==> src/rtl/bat_pkg.sv <==
// ----------------------------------------------------------------------------
// bat_pkg
// Shared types, constants and character-class helpers for the bracket-aware
// tokenizer.
// ----------------------------------------------------------------------------
package bat_pkg;

	localparam int MAX_DELIMITERS = 8;
	localparam int MAX_STRING_LEN = 65536;
	localparam logic [15:0] POS_LIMIT = (MAX_STRING_LEN < 65535) ?
		16'(MAX_STRING_LEN) : 16'hFFFF;

	localparam logic [7:0]  BACKSLASH           = 8'h5C;
	localparam logic [63:0] DEFAULT_DELIMS      = 64'h0000_000C_0D0A_0920;
	localparam logic [3:0]  DEFAULT_DELIM_COUNT = 4'd5;

	// register reset values
	localparam logic [63:0] DELIM_SET_RST   = 64'h0000_000C_0D0A_0920;
	localparam logic [3:0]  DELIM_COUNT_RST = 4'd5;
	localparam logic [63:0] BRACKET_RST     = 64'h0000_0000_0000_2928;
	localparam logic [2:0]  PAIR_COUNT_RST  = 3'd1;
	localparam logic [31:0] QUOTE_RST       = 32'h0000_0022;
	localparam logic [2:0]  QUOTE_COUNT_RST = 3'd1;

	// register indexes
	localparam logic [2:0] REG_DELIM_SET   = 3'd0;
	localparam logic [2:0] REG_DELIM_COUNT = 3'd1;
	localparam logic [2:0] REG_BRACKETS    = 3'd2;
	localparam logic [2:0] REG_PAIR_COUNT  = 3'd3;
	localparam logic [2:0] REG_QUOTE_SET   = 3'd4;
	localparam logic [2:0] REG_QUOTE_COUNT = 3'd5;

	// result kinds
	localparam logic [1:0] KIND_CHAR  = 2'd0;
	localparam logic [1:0] KIND_END   = 2'd1;
	localparam logic [1:0] KIND_ERROR = 2'd2;

	// error codes
	localparam logic [1:0] ERR_UNMATCHED     = 2'd0;
	localparam logic [1:0] ERR_OPEN_QUOTE    = 2'd1;
	localparam logic [1:0] ERR_OPEN_BRACKET  = 2'd2;
	localparam logic [1:0] ERR_TOO_DEEP      = 2'd3;

	typedef struct packed {
		logic [63:0] delim_set;
		logic [3:0]  delim_count;
		logic [63:0] bracket_pairs;
		logic [2:0]  pair_count;
		logic [31:0] quote_set;
		logic [2:0]  quote_count;
	} cfg_t;

	typedef struct packed {
		logic       delim;
		logic       quote;
		logic       br_found;
		logic [2:0] br_pos;
	} class_t;

	typedef struct packed {
		logic [1:0]  kind;
		logic [7:0]  value;
		logic [15:0] tstart;
		logic [15:0] tend;
		logic [1:0]  err;
	} res_t;

	typedef struct packed {
		logic        in_token;
		logic [7:0]  open_quote;
		logic        esc;
		logic [15:0] byte_pos;
		logic [15:0] start_pos;
		logic        drain;
	} state_t;

	typedef struct packed {
		logic       push;
		logic       pop;
		logic [1:0] val;
	} stack_op_t;

	function automatic logic [7:0] byte_of(logic [63:0] w, logic [2:0] i);
		return w[{i, 3'b000} +: 8];
	endfunction

	function automatic logic [7:0] pair_opener(logic [63:0] pairs, logic [1:0] p);
		return byte_of(pairs, {p, 1'b0});
	endfunction

	function automatic class_t classify(logic [7:0] c, cfg_t cfg);
		class_t cl;
		logic [63:0] dset;
		logic [3:0] dn;
		logic [2:0] qn;
		logic [3:0] bn;
		cl = '0;
		dset = cfg.delim_set;
		dn = cfg.delim_count;
		if (dn == 4'd0) begin
			dset = DEFAULT_DELIMS;
			dn = DEFAULT_DELIM_COUNT;
		end
		if (dn > 4'(MAX_DELIMITERS))
			dn = 4'(MAX_DELIMITERS);
		qn = (cfg.quote_count > 3'd4) ? 3'd4 : cfg.quote_count;
		bn = (cfg.pair_count > 3'd4) ? 4'd8 : {cfg.pair_count, 1'b0};
		if (c != 8'd0) begin
			for (int i = 0; i < 8; i++) begin
				if (4'(i) < dn && byte_of(dset, 3'(i)) == c)
					cl.delim = 1'b1;
			end
			for (int i = 0; i < 4; i++) begin
				if (3'(i) < qn && cfg.quote_set[8*i +: 8] == c)
					cl.quote = 1'b1;
			end
			// lowest position wins
			for (int i = 0; i < 8; i++) begin
				if (!cl.br_found && 4'(i) < bn && byte_of(cfg.bracket_pairs, 3'(i)) == c) begin
					cl.br_found = 1'b1;
					cl.br_pos = 3'(i);
				end
			end
		end
		return cl;
	endfunction

	function automatic res_t mk_res(logic [1:0] kind, logic [7:0] value, logic [15:0] s,
		logic [15:0] e, logic [1:0] err);
		res_t r;
		r.kind = kind;
		r.value = value;
		r.tstart = s;
		r.tend = e;
		r.err = err;
		return r;
	endfunction

endpackage

==> src/rtl/bracket_aware_tokenizer_unit.sv <==
// ----------------------------------------------------------------------------
// bracket_aware_tokenizer_unit
// Splits a byte stream into tokens at delimiters, honoring quotes, nested
// bracket pairs and backslash escapes.
// Input channel (in_valid / in_stall) carries one byte per beat with an
// end_of_string flag. Output channel (out_valid / out_stall) carries one
// result per beat: token byte, token end with offsets, or error; last_of_run
// marks the final result caused by one input byte. A byte may cause zero to
// three results.
// A byte is registered in the input register, then processed combinationally
// into the result register, which presents its results on the output.
// Throughput: one byte per cycle while each byte yields at most one result
// and the output does not stall; a byte that yields more than one result
// holds the input until the single output port has drained the result
// register. Bytes that yield no result never wait on the output side.
// Reset clears the parse state and loads the default delimiter, bracket and
// quote sets. A stalled receiver holds the current result; the input stalls
// once the input register is full and its results have nowhere to go.
// Configuration writes take effect immediately; write only while idle.
// ----------------------------------------------------------------------------
module bracket_aware_tokenizer_unit #(
	parameter int MAX_NESTING = 16
) (
	input  logic        clk,
	input  logic        arst_n,
	input  logic        cfg_wr_en,
	input  logic [2:0]  cfg_index,
	input  logic [63:0] cfg_data,
	input  logic        in_valid,
	output logic        in_stall,
	input  logic [7:0]  char_code,
	input  logic        end_of_string,
	output logic        out_valid,
	input  logic        out_stall,
	output logic [1:0]  kind,
	output logic [7:0]  value,
	output logic [15:0] token_start,
	output logic [15:0] token_end,
	output logic [1:0]  error_code,
	output logic        last_of_run
);

	localparam int DW = $clog2(MAX_NESTING + 1);

	bat_pkg::cfg_t          cfg_q;
	bat_pkg::state_t        st_q;
	bat_pkg::state_t        st_next;
	bat_pkg::stack_op_t     op;
	bat_pkg::res_t [2:0]    res;
	bat_pkg::res_t [2:0]    res_s2;
	bat_pkg::res_t          cur;
	logic [1:0]             res_count;
	logic [1:0]             count_s2;
	logic [1:0]             ptr_s2;
	logic                   valid_s2;
	logic                   valid_s1;
	logic [7:0]             char_s1;
	logic                   eos_s1;
	logic [DW-1:0]          depth;
	logic [DW-1:0]          depth_next;
	logic [1:0]             top_pair;
	logic                   go;
	logic                   in_acc;
	logic                   out_acc;
	logic                   last;
	logic                   s2_free;

	// configuration registers
	always_ff @(posedge clk or negedge arst_n) begin
		if (!arst_n) begin
			cfg_q.delim_set     <= bat_pkg::DELIM_SET_RST;
			cfg_q.delim_count   <= bat_pkg::DELIM_COUNT_RST;
			cfg_q.bracket_pairs <= bat_pkg::BRACKET_RST;
			cfg_q.pair_count    <= bat_pkg::PAIR_COUNT_RST;
			cfg_q.quote_set     <= bat_pkg::QUOTE_RST;
			cfg_q.quote_count   <= bat_pkg::QUOTE_COUNT_RST;
		end else if (cfg_wr_en) begin
			case (cfg_index)
				bat_pkg::REG_DELIM_SET:   cfg_q.delim_set     <= cfg_data;
				bat_pkg::REG_DELIM_COUNT: cfg_q.delim_count   <= cfg_data[3:0];
				bat_pkg::REG_BRACKETS:    cfg_q.bracket_pairs <= cfg_data;
				bat_pkg::REG_PAIR_COUNT:  cfg_q.pair_count    <= cfg_data[2:0];
				bat_pkg::REG_QUOTE_SET:   cfg_q.quote_set     <= cfg_data[31:0];
				bat_pkg::REG_QUOTE_COUNT: cfg_q.quote_count   <= cfg_data[2:0];
				default: ;
			endcase
		end
	end

	// handshake
	assign last     = (ptr_s2 == count_s2 - 2'd1);
	assign out_acc  = valid_s2 && !out_stall;
	assign s2_free  = !valid_s2 || (out_acc && last);
	assign go       = valid_s1 && ((res_count == 2'd0) || s2_free);
	assign in_stall = valid_s1 && !go;
	assign in_acc   = in_valid && !in_stall;

	// input register
	always_ff @(posedge clk or negedge arst_n) begin
		if (!arst_n) begin
			valid_s1 <= 1'b0;
		end else if (in_acc) begin
			valid_s1 <= 1'b1;
		end else if (go) begin
			valid_s1 <= 1'b0;
		end
	end

	always_ff @(posedge clk) begin
		if (in_acc) begin
			char_s1 <= char_code;
			eos_s1  <= end_of_string;
		end
	end

	bat_step #(
		.MAX_NESTING(MAX_NESTING)
	) u_step (
		.cfg        (cfg_q),
		.char_code  (char_s1),
		.eos        (eos_s1),
		.st         (st_q),
		.depth      (depth),
		.top_pair   (top_pair),
		.st_next    (st_next),
		.depth_next (depth_next),
		.op         (op),
		.res        (res),
		.res_count  (res_count)
	);

	bat_stack #(
		.MAX_NESTING(MAX_NESTING)
	) u_stack (
		.clk        (clk),
		.arst_n     (arst_n),
		.en         (go),
		.depth_next (depth_next),
		.op         (op),
		.depth      (depth),
		.top        (top_pair)
	);

	always_ff @(posedge clk or negedge arst_n) begin
		if (!arst_n) begin
			st_q <= '0;
		end else if (go) begin
			st_q <= st_next;
		end
	end

	// result register, drained one beat at a time
	always_ff @(posedge clk or negedge arst_n) begin
		if (!arst_n) begin
			valid_s2 <= 1'b0;
			count_s2 <= 2'd0;
			ptr_s2   <= 2'd0;
		end else if (go && res_count != 2'd0) begin
			valid_s2 <= 1'b1;
			count_s2 <= res_count;
			ptr_s2   <= 2'd0;
		end else if (out_acc) begin
			if (last)
				valid_s2 <= 1'b0;
			else
				ptr_s2 <= ptr_s2 + 2'd1;
		end
	end

	always_ff @(posedge clk) begin
		if (go && res_count != 2'd0)
			res_s2 <= res;
	end

	assign cur         = res_s2[ptr_s2];
	assign out_valid   = valid_s2;
	assign kind        = cur.kind;
	assign value       = cur.value;
	assign token_start = cur.tstart;
	assign token_end   = cur.tend;
	assign error_code  = cur.err;
	assign last_of_run = last;

endmodule

==> src/rtl/bat_stack.sv <==
// ----------------------------------------------------------------------------
// bat_stack
// Bracket stack: top and next entries in flops, deeper entries in a small
// memory with a registered read that is always prefetching the entry that
// becomes "next" on a pop.
// ----------------------------------------------------------------------------
module bat_stack #(
	parameter int MAX_NESTING = 16,
	localparam int DW = $clog2(MAX_NESTING + 1),
	localparam int AW = (MAX_NESTING > 1) ? $clog2(MAX_NESTING) : 1
) (
	input  logic                   clk,
	input  logic                   arst_n,
	input  logic                   en,
	input  logic [DW-1:0]          depth_next,
	input  bat_pkg::stack_op_t     op,
	output logic [DW-1:0]          depth,
	output logic [1:0]             top
);

	logic [1:0]    mem [MAX_NESTING];
	logic [1:0]    top_q;
	logic [1:0]    next_q;
	logic [1:0]    rd_q;
	logic [DW-1:0] depth_q;
	logic [DW-1:0] depth_nx;
	logic [DW-1:0] slot;
	logic [AW-1:0] addr;
	logic          wr;

	// entries 0 .. depth-3 live in mem, depth-2 in next_q, depth-1 in top_q
	assign depth_nx = en ? depth_next : depth_q;
	assign slot     = depth_nx - DW'(3);
	assign addr     = AW'(slot);
	assign wr       = en && op.push && (depth_nx >= DW'(3));

	always_ff @(posedge clk or negedge arst_n) begin
		if (!arst_n) begin
			depth_q <= '0;
		end else begin
			depth_q <= depth_nx;
		end
	end

	always_ff @(posedge clk) begin
		if (wr)
			mem[addr] <= next_q;
		// on a push the new prefetch target is the entry being written
		if (en && op.push)
			rd_q <= next_q;
		else
			rd_q <= mem[addr];
	end

	always_ff @(posedge clk) begin
		if (en) begin
			if (op.push) begin
				top_q  <= op.val;
				next_q <= top_q;
			end else if (op.pop) begin
				top_q  <= next_q;
				next_q <= rd_q;
			end
		end
	end

	assign depth = depth_q;
	assign top   = top_q;

endmodule

==> src/rtl/bat_step.sv <==
// ----------------------------------------------------------------------------
// bat_step
// Next-state and result logic for one input byte: escape resolution, quote
// and bracket tracking, token boundaries and end-of-string checks. Up to
// three results per byte.
// ----------------------------------------------------------------------------
module bat_step #(
	parameter int MAX_NESTING = 16,
	localparam int DW = $clog2(MAX_NESTING + 1)
) (
	input  bat_pkg::cfg_t          cfg,
	input  logic [7:0]             char_code,
	input  logic                   eos,
	input  bat_pkg::state_t        st,
	input  logic [DW-1:0]          depth,
	input  logic [1:0]             top_pair,
	output bat_pkg::state_t        st_next,
	output logic [DW-1:0]          depth_next,
	output bat_pkg::stack_op_t     op,
	output bat_pkg::res_t [2:0]    res,
	output logic [1:0]             res_count
);

	typedef struct packed {
		bat_pkg::state_t      st;
		logic [DW-1:0]        depth;
		bat_pkg::stack_op_t   op;
		bat_pkg::res_t [2:0]  res;
		logic [1:0]           n;
	} ctx_t;

	function automatic ctx_t emit(ctx_t x, bat_pkg::res_t r);
		ctx_t y;
		y = x;
		y.res[y.n] = r;
		y.n = y.n + 2'd1;
		return y;
	endfunction

	function automatic ctx_t fail(ctx_t x, logic [1:0] code);
		ctx_t y;
		y = emit(x, bat_pkg::mk_res(bat_pkg::KIND_ERROR, 8'd0, 16'd0, 16'd0, code));
		y.st.drain = 1'b1;
		return y;
	endfunction

	function automatic ctx_t process(ctx_t x, logic [7:0] c, bat_pkg::class_t cl,
		logic [15:0] idx, logic may_defer, logic [63:0] pairs, logic [1:0] tp);
		ctx_t y;
		logic skip;
		logic done;
		y = x;
		skip = 1'b0;
		done = 1'b0;
		if (!y.st.in_token) begin
			if (cl.delim) begin
				skip = 1'b1;
			end else begin
				y.st.in_token = 1'b1;
				y.st.start_pos = idx;
				y.st.open_quote = 8'd0;
				y.depth = '0;
			end
		end
		if (!skip) begin
			if (c == bat_pkg::BACKSLASH && may_defer) begin
				y.st.esc = 1'b1;
			end else begin
				if (y.st.open_quote != 8'd0) begin
					if (c == y.st.open_quote)
						y.st.open_quote = 8'd0;
				end else if (cl.quote) begin
					y.st.open_quote = c;
				end else if (cl.br_found) begin
					if (!cl.br_pos[0]) begin
						if (y.depth >= DW'(MAX_NESTING)) begin
							y = fail(y, bat_pkg::ERR_TOO_DEEP);
							done = 1'b1;
						end else begin
							y.op.push = 1'b1;
							y.op.val = cl.br_pos[2:1];
							y.depth = y.depth + DW'(1);
						end
					end else begin
						if (y.depth == '0 || bat_pkg::pair_opener(pairs, tp) !=
							bat_pkg::pair_opener(pairs, cl.br_pos[2:1])) begin
							y = fail(y, bat_pkg::ERR_UNMATCHED);
							done = 1'b1;
						end else begin
							y.op.pop = 1'b1;
							y.depth = y.depth - DW'(1);
						end
					end
				end
				if (!done) begin
					if (y.depth == '0 && y.st.open_quote == 8'd0 && cl.delim) begin
						y = emit(y, bat_pkg::mk_res(bat_pkg::KIND_END, 8'd0, y.st.start_pos,
							idx, 2'd0));
						y.st.in_token = 1'b0;
					end else begin
						y = emit(y, bat_pkg::mk_res(bat_pkg::KIND_CHAR, c, 16'd0, 16'd0, 2'd0));
					end
				end
			end
		end
		return y;
	endfunction

	always_comb begin
		ctx_t x;
		bat_pkg::class_t cl;
		bat_pkg::class_t bcl;
		logic [15:0] idx;
		logic [15:0] bs_idx;
		logic escapable;

		cl  = bat_pkg::classify(char_code, cfg);
		bcl = bat_pkg::classify(bat_pkg::BACKSLASH, cfg);
		idx = st.byte_pos;
		if (st.byte_pos >= bat_pkg::POS_LIMIT)
			bs_idx = bat_pkg::POS_LIMIT;
		else if (st.byte_pos == 16'd0)
			bs_idx = 16'd0;
		else
			bs_idx = st.byte_pos - 16'd1;
		escapable = (char_code == bat_pkg::BACKSLASH) || cl.quote || cl.br_found || cl.delim;

		x = '0;
		x.st = st;
		x.depth = depth;
		if (st.byte_pos < bat_pkg::POS_LIMIT)
			x.st.byte_pos = st.byte_pos + 16'd1;

		if (!st.drain) begin
			if (st.esc) begin
				x.st.esc = 1'b0;
				if (escapable) begin
					if (x.st.open_quote != 8'd0)
						x = emit(x, bat_pkg::mk_res(bat_pkg::KIND_CHAR, bat_pkg::BACKSLASH,
							16'd0, 16'd0, 2'd0));
					x = emit(x, bat_pkg::mk_res(bat_pkg::KIND_CHAR, char_code, 16'd0, 16'd0,
						2'd0));
				end else begin
					// stale backslash is an ordinary byte, then this byte
					x = process(x, bat_pkg::BACKSLASH, bcl, bs_idx, 1'b0,
						cfg.bracket_pairs, top_pair);
					if (!x.st.drain)
						x = process(x, char_code, cl, idx, !eos, cfg.bracket_pairs, top_pair);
				end
			end else begin
				x = process(x, char_code, cl, idx, !eos, cfg.bracket_pairs, top_pair);
			end
			if (eos && !x.st.drain && x.st.in_token) begin
				if (x.st.open_quote != 8'd0)
					x = emit(x, bat_pkg::mk_res(bat_pkg::KIND_ERROR, 8'd0, 16'd0, 16'd0,
						bat_pkg::ERR_OPEN_QUOTE));
				else if (x.depth != '0)
					x = emit(x, bat_pkg::mk_res(bat_pkg::KIND_ERROR, 8'd0, 16'd0, 16'd0,
						bat_pkg::ERR_OPEN_BRACKET));
				else
					x = emit(x, bat_pkg::mk_res(bat_pkg::KIND_END, 8'd0, x.st.start_pos,
						x.st.byte_pos, 2'd0));
			end
		end

		if (eos) begin
			x.st = '0;
			x.depth = '0;
		end

		st_next    = x.st;
		depth_next = x.depth;
		op         = x.op;
		res        = x.res;
		res_count  = x.n;
	end

endmodule

==> config.mk <==
export PLATFORM = sky130hd
export DESIGN_NAME = bracket_aware_tokenizer_unit
export DESIGN_NICKNAME = d
export VERILOG_FILES = /design/src/rtl/bat_pkg.sv /design/src/rtl/bracket_aware_tokenizer_unit.sv /design/src/rtl/bat_stack.sv /design/src/rtl/bat_step.sv
export SDC_FILE = /design/constraint.sdc
export NUM_CORES = 1
export LEC_CHECK = 0
export ABC_AREA = 1
export BUFFER_PORTS_ARGS = -buffer_cell sky130_fd_sc_hd__buf_2
export CORE_MARGIN = 3
export CORE_UTILIZATION = 47
export CTS_CLUSTER_DIAMETER = 50
export DETAILED_ROUTE_END_ITERATION = 8
export GPL_ROUTABILITY_DRIVEN = 0
export PLACE_DENSITY = 0.62
export SETUP_SLACK_MARGIN = 0.1
export SLEW_MARGIN = 30
export SYNTH_ARGS = -nofsm -noshare
export SYNTH_HDL_FRONTEND = slang
export SYNTH_SLANG_ARGS = --single-unit
==> constraint.sdc <==
create_clock -name clk -period 15.25 [get_ports clk]
set_clock_uncertainty 0.1 [all_clocks]
set_input_delay 3.05 -clock clk [delete_from_list [all_inputs] [get_ports clk]]
set_output_delay 3.05 -clock clk [all_outputs]
set_load 0.01 [all_outputs]
**After elaboration in Yosys (flattened, before gate mapping)**

Memories as Yosys holds them, arrays and structs flattened.
Index checks and enable logic that the tools add are counted.

- Register bits after elaboration: 371
- Latch bits: 0
- RAM bits: 32
- Memory bits (read-only): 0
- Input port bits: 81
- Output and inout port bits: 47
- Logic and storage cells: 590
- Memories kept: 1

Memories:

| memory | words | bits a word | rd ports | clocked after Yosys merged registers in | write ports | line | text |
|---|---|---|---|---|---|---|---|
| u_stack.mem | 16 | 2 | 1 | 0 | 1 | bat_stack.sv:21 | `logic [1:0] mem [MAX_NESTING];` |

- Add/sub/neg operators: 17
- Multiply operators: 0
- Div/mod/pow operators: 0
- Order comparisons: 42
- Equality and inequality tests: 54
- Shift operators: 3
- Muxes and demuxes: 281
- Bitwise logic cells: 15
- Reductions and logical operators: 140

Operator list:

| operator | number |
|---|---|
| $mux W186 | 20 |
| $mux W177 | 14 |
| $mux W144 | 12 |
| $bwmux W132 | 7 |
| $mux W134 | 5 |
| $demux W44 S2 | 6 |
| $mux W176 | 2 |
| $mux W44 | 7 |
| $and A126 B126 Y126 | 2 |
| $not A126 Y126 | 2 |
| $shiftx A64 B7 Y8 | 3 |
| $mux W46 | 4 |
| $mux W8 | 23 |
| $eq A8 B8 Y1 | 22 |
| $mux W16 | 11 |
| $eq A8 B7 Y1 const B | 21 |
| $mux W9 | 17 |
| $and A129 B129 Y129 | 1 |
| $not A129 Y129 | 1 |
| $and A123 B123 Y123 | 1 |
| $not A123 Y123 | 1 |
| $and A120 B120 Y120 | 1 |
| $not A120 Y120 | 1 |
| $mux W4 | 26 |
| 53 further kinds | 342 |

**Logic depth before layout (Yosys ltp)**

- Word-level depth: 120
- Gate-level depth with buffers: 72
- Mapped depth without buffers: 70

**By module**

Synthesis repeated with hierarchy kept, for this count alone.

- Cells, all modules: 4189
- Area, all modules: 28909.0 um2

Modules (own cells, without submodules):

| module | instances | cells each | area each (um2) | seq. area each (um2) |
|---|---|---|---|---|
| bracket_aware_tokenizer_unit | 1 | 1201 | 13540.5 | 9740.6 |
| bat_step | 1 | 2739 | 13101.3 | 0.0 |
| bat_stack | 1 | 249 | 2267.2 | 1246.2 |

**Worst setup path before layout**

OpenSTA, ideal clock, no wires.

- Kind: reg-to-reg
- Start point: register cfg_q[104] (netlist bit)
- End point: register ptr_s2[1]
- Library setup time: 0.118 ns
- Arrival time: 9.537 ns
- Required time: 15.032 ns
- Setup slack: 5.495 ns
- Stages on the path, launching flop included: 58
- Path buffers: 3
- Period minus slack after synthesis: 9.755 ns
- Path through: dfstp_2 -> nor2_1 -> nand2_2 -> buf_4 -> nand2_1 -> nor4_1 -> nor2_1 -> nand3_1 -> inv_2 -> nor2_1 -> inv_1 -> ha_1 -> nand2_1 -> nand2_1 -> nor2_1 -> nand2_1 -> nor2_4 -> nand2_2 -> (+22 left out) -> inv_1 -> ha_1 -> nand2_1 -> nand3_1 -> nand2_1 -> nand2_1 -> ha_1 -> nand2_1 -> nand3_1 -> nand2_2 -> nand2_4 -> nand2_8 -> inv_4 -> buf_8 -> nand2_1 -> inv_1 -> or2_2 -> inv_1

- Cells in the longest elaborated chain, start to end: 77
- Elaborated cells on any way between the ends: 281
- Those cells by class: 11 x add/sub; 12 x order compare; 20 x eq/ne; 188 x mux; 50 x reduce/logical

Ends and longest elaborated chain:

| element | line | text |
|---|---|---|
| from (decl) | bracket_aware_tokenizer_unit.sv:45 | `bat_pkg::cfg_t cfg_q;` |
| parallel branches: the longest is 64 deep, another holds $gt A4 B4 Y1 | n/a |  |
| $mux W186 (*) | bat_step.sv:135 | `if (st.esc) begin` |
| $mux W186 (*) | bat_step.sv:134 | `if (!st.drain) begin` |
| $add A2 B1 Y2 or $mux W186 (tied branches) | bat_step.sv:36, bat_step.sv:135 |  |
| $mux W134 or $mux W186 (tied branches) | bat_step.sv:157, bat_step.sv:134 |  |
| $mux W134 or $logic_and A1 B1 Y1 (tied branches) | bat_step.sv:154, bat_step.sv:153 |  |
| $mux W134 (*) | bat_step.sv:153 | `if (eos && !x.st.drain && x.st.in_token) begin` |
| $mux W186 (*) | bat_step.sv:134 |  |
| $logic_not A2 Y1 | bracket_aware_tokenizer_unit.sv:94 | `assign go = valid_s1 && ((res_count == 2'd0) \|\| s2_free);` |
| $logic_or A1 B1 Y1 | bracket_aware_tokenizer_unit.sv:94 |  |
| $logic_and A1 B1 Y1 | bracket_aware_tokenizer_unit.sv:94 |  |
| $logic_and A1 B1 Y1 (*) | bracket_aware_tokenizer_unit.sv:158 | `end else if (go && res_count != 2'd0) begin` |
| $ne A2 B1 Y1 (no line) or $reduce_bool A2 Y1 (tied branches) | n/a |  |
| $reduce_and A2 Y1 (no line) | n/a |  |
| to (signal assigned) | bracket_aware_tokenizer_unit.sv:166 | `ptr_s2 <= ptr_s2 + 2'd1;` |
| to (decl) | bracket_aware_tokenizer_unit.sv:54 | `logic [1:0] ptr_s2;` |

Mark *: on every way between the ends. The select of a mux whose other input is x is not followed.
A chain may end at the register's enable or synchronous reset.

**Worst setup path in the final report**

- Start point: register cfg_q[104] (netlist bit)
- End point: output port in_stall

- Cells in the longest elaborated chain, start to end: 76
- Elaborated cells on any way between the ends: 277
- Those cells by class: 11 x add/sub; 12 x order compare; 19 x eq/ne; 187 x mux; 48 x reduce/logical

Ends and longest elaborated chain:

| element | line | text |
|---|---|---|
| parallel branches: the longest is 64 deep, another holds $gt A4 B4 Y1 | n/a |  |
| $mux W186 (*) | bat_step.sv:135 |  |
| $mux W186 (*) | bat_step.sv:134 |  |
| $add A2 B1 Y2 or $mux W186 (tied branches) | bat_step.sv:36, bat_step.sv:135 |  |
| $mux W134 or $mux W186 (tied branches) | bat_step.sv:157, bat_step.sv:134 |  |
| $mux W134 or $logic_and A1 B1 Y1 (tied branches) | bat_step.sv:154, bat_step.sv:153 |  |
| $mux W134 (*) | bat_step.sv:153 |  |
| $mux W186 (*) | bat_step.sv:134 |  |
| $logic_not A2 Y1 (*) | bracket_aware_tokenizer_unit.sv:94 |  |
| $logic_or A1 B1 Y1 (*) | bracket_aware_tokenizer_unit.sv:94 |  |
| $logic_and A1 B1 Y1 (*) | bracket_aware_tokenizer_unit.sv:94 |  |
| $logic_not A1 Y1 (*) | bracket_aware_tokenizer_unit.sv:95 | `assign in_stall = valid_s1 && !go;` |
| $logic_and A1 B1 Y1 (*) | bracket_aware_tokenizer_unit.sv:95 |  |
| to (decl) | bracket_aware_tokenizer_unit.sv:30 | `output logic in_stall,` |

Marked as above.

==> flow_metrics.env <==
export IMPL_status="finished, final reports clean"
export IMPL_peakVddDrop_mv=0.1707
export IMPL_timing_hold_violations_final=0
export IMPL_min_from="cfg_q[110]$_DFFE_PN0P_"
export IMPL_cts_buffers=54
export IMPL_synth_cell_area_sq_um=27240
export IMPL_syn_inst=3775
export IMPL_finalInstanceArea_sq_um=30240
export IMPL_numPortBuffers=127
export IMPL_crit_fanout=62
export IMPL_clock_sinks=403
export IMPL_ys_top_cells_by_area="edfxtp_1 20%, dfrtp_1 19%, nand2_1 12%"
export IMPL_core_area_sq_um=56820
export IMPL_layout_setup_ws_ns=2.466
export IMPL_grt_max_degree=129
export IMPL_syn2layout_area_growth_pct=10.99
export IMPL_synth_area_per_cell_sq_um=7.217
export IMPL_crit_start="cfg_q[104]$_DFFE_PN1P_"
export IMPL_route_detailed_drc=0
export IMPL_dpl_cell_area_sq_um=28320
export IMPL_path_class="reg2out"
export IMPL_vias_per_cell=5.874
export IMPL_power_density_nw_per_um2=196.9
export IMPL_dieArea_sq_um=60890
export IMPL_layoutNonFillerInstCount=4604
export IMPL_yosysWarnings=0
export IMPL_nFillCells=5642
export IMPL_critPathLaunchType="register"
export IMPL_period_needed_ns=12.78
export IMPL_synth_cell_types=77
export IMPL_insertion_delay_ns=0.64
export IMPL_ys_ff_latch=403
export IMPL_ant_nets=0
export IMPL_critical_path_max_stage_delay_ns=0.71
export IMPL_drtIter0Drc=3508
export IMPL_ys_async_sr_fraction_pct=55.58
export IMPL_grt_overflow_total=0
export IMPL_worstPathRequired_ns=12.10
export IMPL_vias=27043
export IMPL_wl_um=94840
export IMPL_die_y_um=246.8
export IMPL_p_leak_nw=13.53
export IMPL_cpMostUsedCell="nand2_1"
export IMPL_h_tree_depth=2
export IMPL_min_period_over_period_pct=83.83
export IMPL_die_w_um=246.8
export IMPL_drt_first_pass_iters=6
export IMPL_slew_violations=0
export IMPL_fin_tns_setup_ns=0
export IMPL_final_cell_mix="861 x nand2_1, 417 x nor2_1, 382 x inv_1"
export IMPL_arrival_ns=9.63
export IMPL_synth_top_area_share_pct=19.51
export IMPL_clk_pin_slew_ns=0.06
export IMPL_hp_class="reg2reg"
export IMPL_grt_pass1_vias=24266
export IMPL_critPathSlowestCell="inv_2"
export IMPL_drive_gt1_share_pct=10.86
export IMPL_synth_seq_area_share_pct=40.33
export IMPL_cts_hold_buf=0
export IMPL_dp_slack_ns=3.302
export IMPL_worst_slew_pin_slew_ns=1.085
export IMPL_reg2reg_from="cfg_q[104]$_DFFE_PN1P_"
export IMPL_cts_root_buf="clkbuf_16"
export IMPL_synth_ff_type="dfrtp_1"
export IMPL_crit_path_end_kind="output pin"
export IMPL_io_pins=128
export IMPL_num_nets_final=3907
export IMPL_post_cts_setup_buffers=0
export IMPL_post_drt_wl_per_cell_um=20.60
export IMPL_fmax_ghz=0.07822
export IMPL_cts_resized=0
export IMPL_final_common_cell="nand2_1"
export IMPL_setup_violations=0
export IMPL_row_count=87
export IMPL_initial_core_util_pct=47.95
export IMPL_slew_headroom_pct=26.53
export IMPL_rsz0062_at_grt="no"
export IMPL_antenna_found_initial=3
export IMPL_syn_num_nets=3880
export IMPL_maxCapViolCount=0
export IMPL_dp_cells=4502
export IMPL_synth_edff_count=177
export IMPL_hold_ws_ns=0.3928
export IMPL_yosysTopAreaCell="edfxtp_1"
export IMPL_grt_usage_pct=30.68
export IMPL_n_antenna_cell=0
export IMPL_hpwl_um=67190
export IMPL_tritoncts="yes"
export IMPL_cts_buffer_depth=3
export IMPL_grt_pass1_wl_um=145300
export IMPL_rrSetupSlack_ns=3.81
[Yosys cell counts, types with 38 or more instances]
master	instances
a21oi_1	148
o22ai_1	53
edfxtp_1	177
nor2_1	418
buf_2	38
nand2_1	862
xor2_1	85
dfrtp_1	203
nand3_1	289
clkbuf_1	128
nor3_1	95
o31ai_1	64
o21ai_0	366
nand4_1	40
inv_1	383
[cells by family after synthesis]
family	count (synthesis)	synth area share [%]
fa+ha+maj	24	1.102
buf+inv	621	9.056
xor+xnor	94	3.022
mux	1	0.03674
compound gates	785	16.76
flops	403	40.33
simple gates	1847	29.69
[layer usage]
metal  share of wire (%)  GRT usage [%]  routed length (um)
met5               0.013              0                  12
met4                 3.1          9.030                2983
met3                  11          6.213               10720
met2                  42          44.95               39510
met1                  44          45.65               41620
[report_power, final]
group          switching (mW)  leakage, nW  internal (mW)
clock                   0.534        0.915          0.794
sequential              0.228         4.52           1.58
combinational            2.03         8.10          0.790
total                    2.79         13.5           3.16
[sequential cells by signal, indices dropped and copies added (netlist names)]
signal and count:
u_stack.next_q 2, u_stack.mem 32, valid_s1 1, eos_s1 1, u_stack.top 2, ptr_s2 2
st_q 43, u_stack.depth 5, count_s2 2, res_s2 132, char_s1 8, cfg_q 170
u_stack.rd_q 2, out_valid 1
[final cells by class]
type	instances	area [sq um]	share of cell area [%]
Sequential cell	403	10990	36.34
Tap cell	756	945.9	3.128
Inverter	425	1604	5.305
Multi-Input combinational cell	2751	13830	45.75
Clock inverter	32	369.1	1.221
Timing Repair Buffer	167	953.4	3.153
Clock buffer	70	1544	5.106
[path summary, 6_finish.rpt]
check	endpoint	cells after the start
max	in_stall	53
max reg2reg	res_s2[72]$_SDFFCE_PP0P_	56
max in group asynchronous	cfg_q[82]$_DFFE_PN0P_	3
min reg2reg	cfg_q[110]$_DFFE_PN0P_	2
min	cfg_q[110]$_DFFE_PN0P_	2
min in group asynchronous	cfg_q[28]$_DFFE_PN0P_	1
[through the flow]
| step | util [%] | power [mW] |
|---|---|---|
| 4_1_cts | 53.20 | 5.917 |
| 3_5_place_dp | 49.83 | 4.578 |
| 5_1_grt | 53.21 | 6.343 |
| 3_3_place_gp | 49.80 | 4.568 |
| 2_1_floorplan | - | 3.735 |
| 6_report | 53.21 | 5.955 |
[critical path: cells and delay by family, from the launching register on]
family	cells	cell delay [ns]
adders and majority gates	5	1.20
AOI/OAI and AO/OA	3	0.28
DFF	1	0.55
and+or+nand+nor	37	4.78
buffers and inverters	8	2.17
Note: power is estimated with default switching activity, not from simulation.
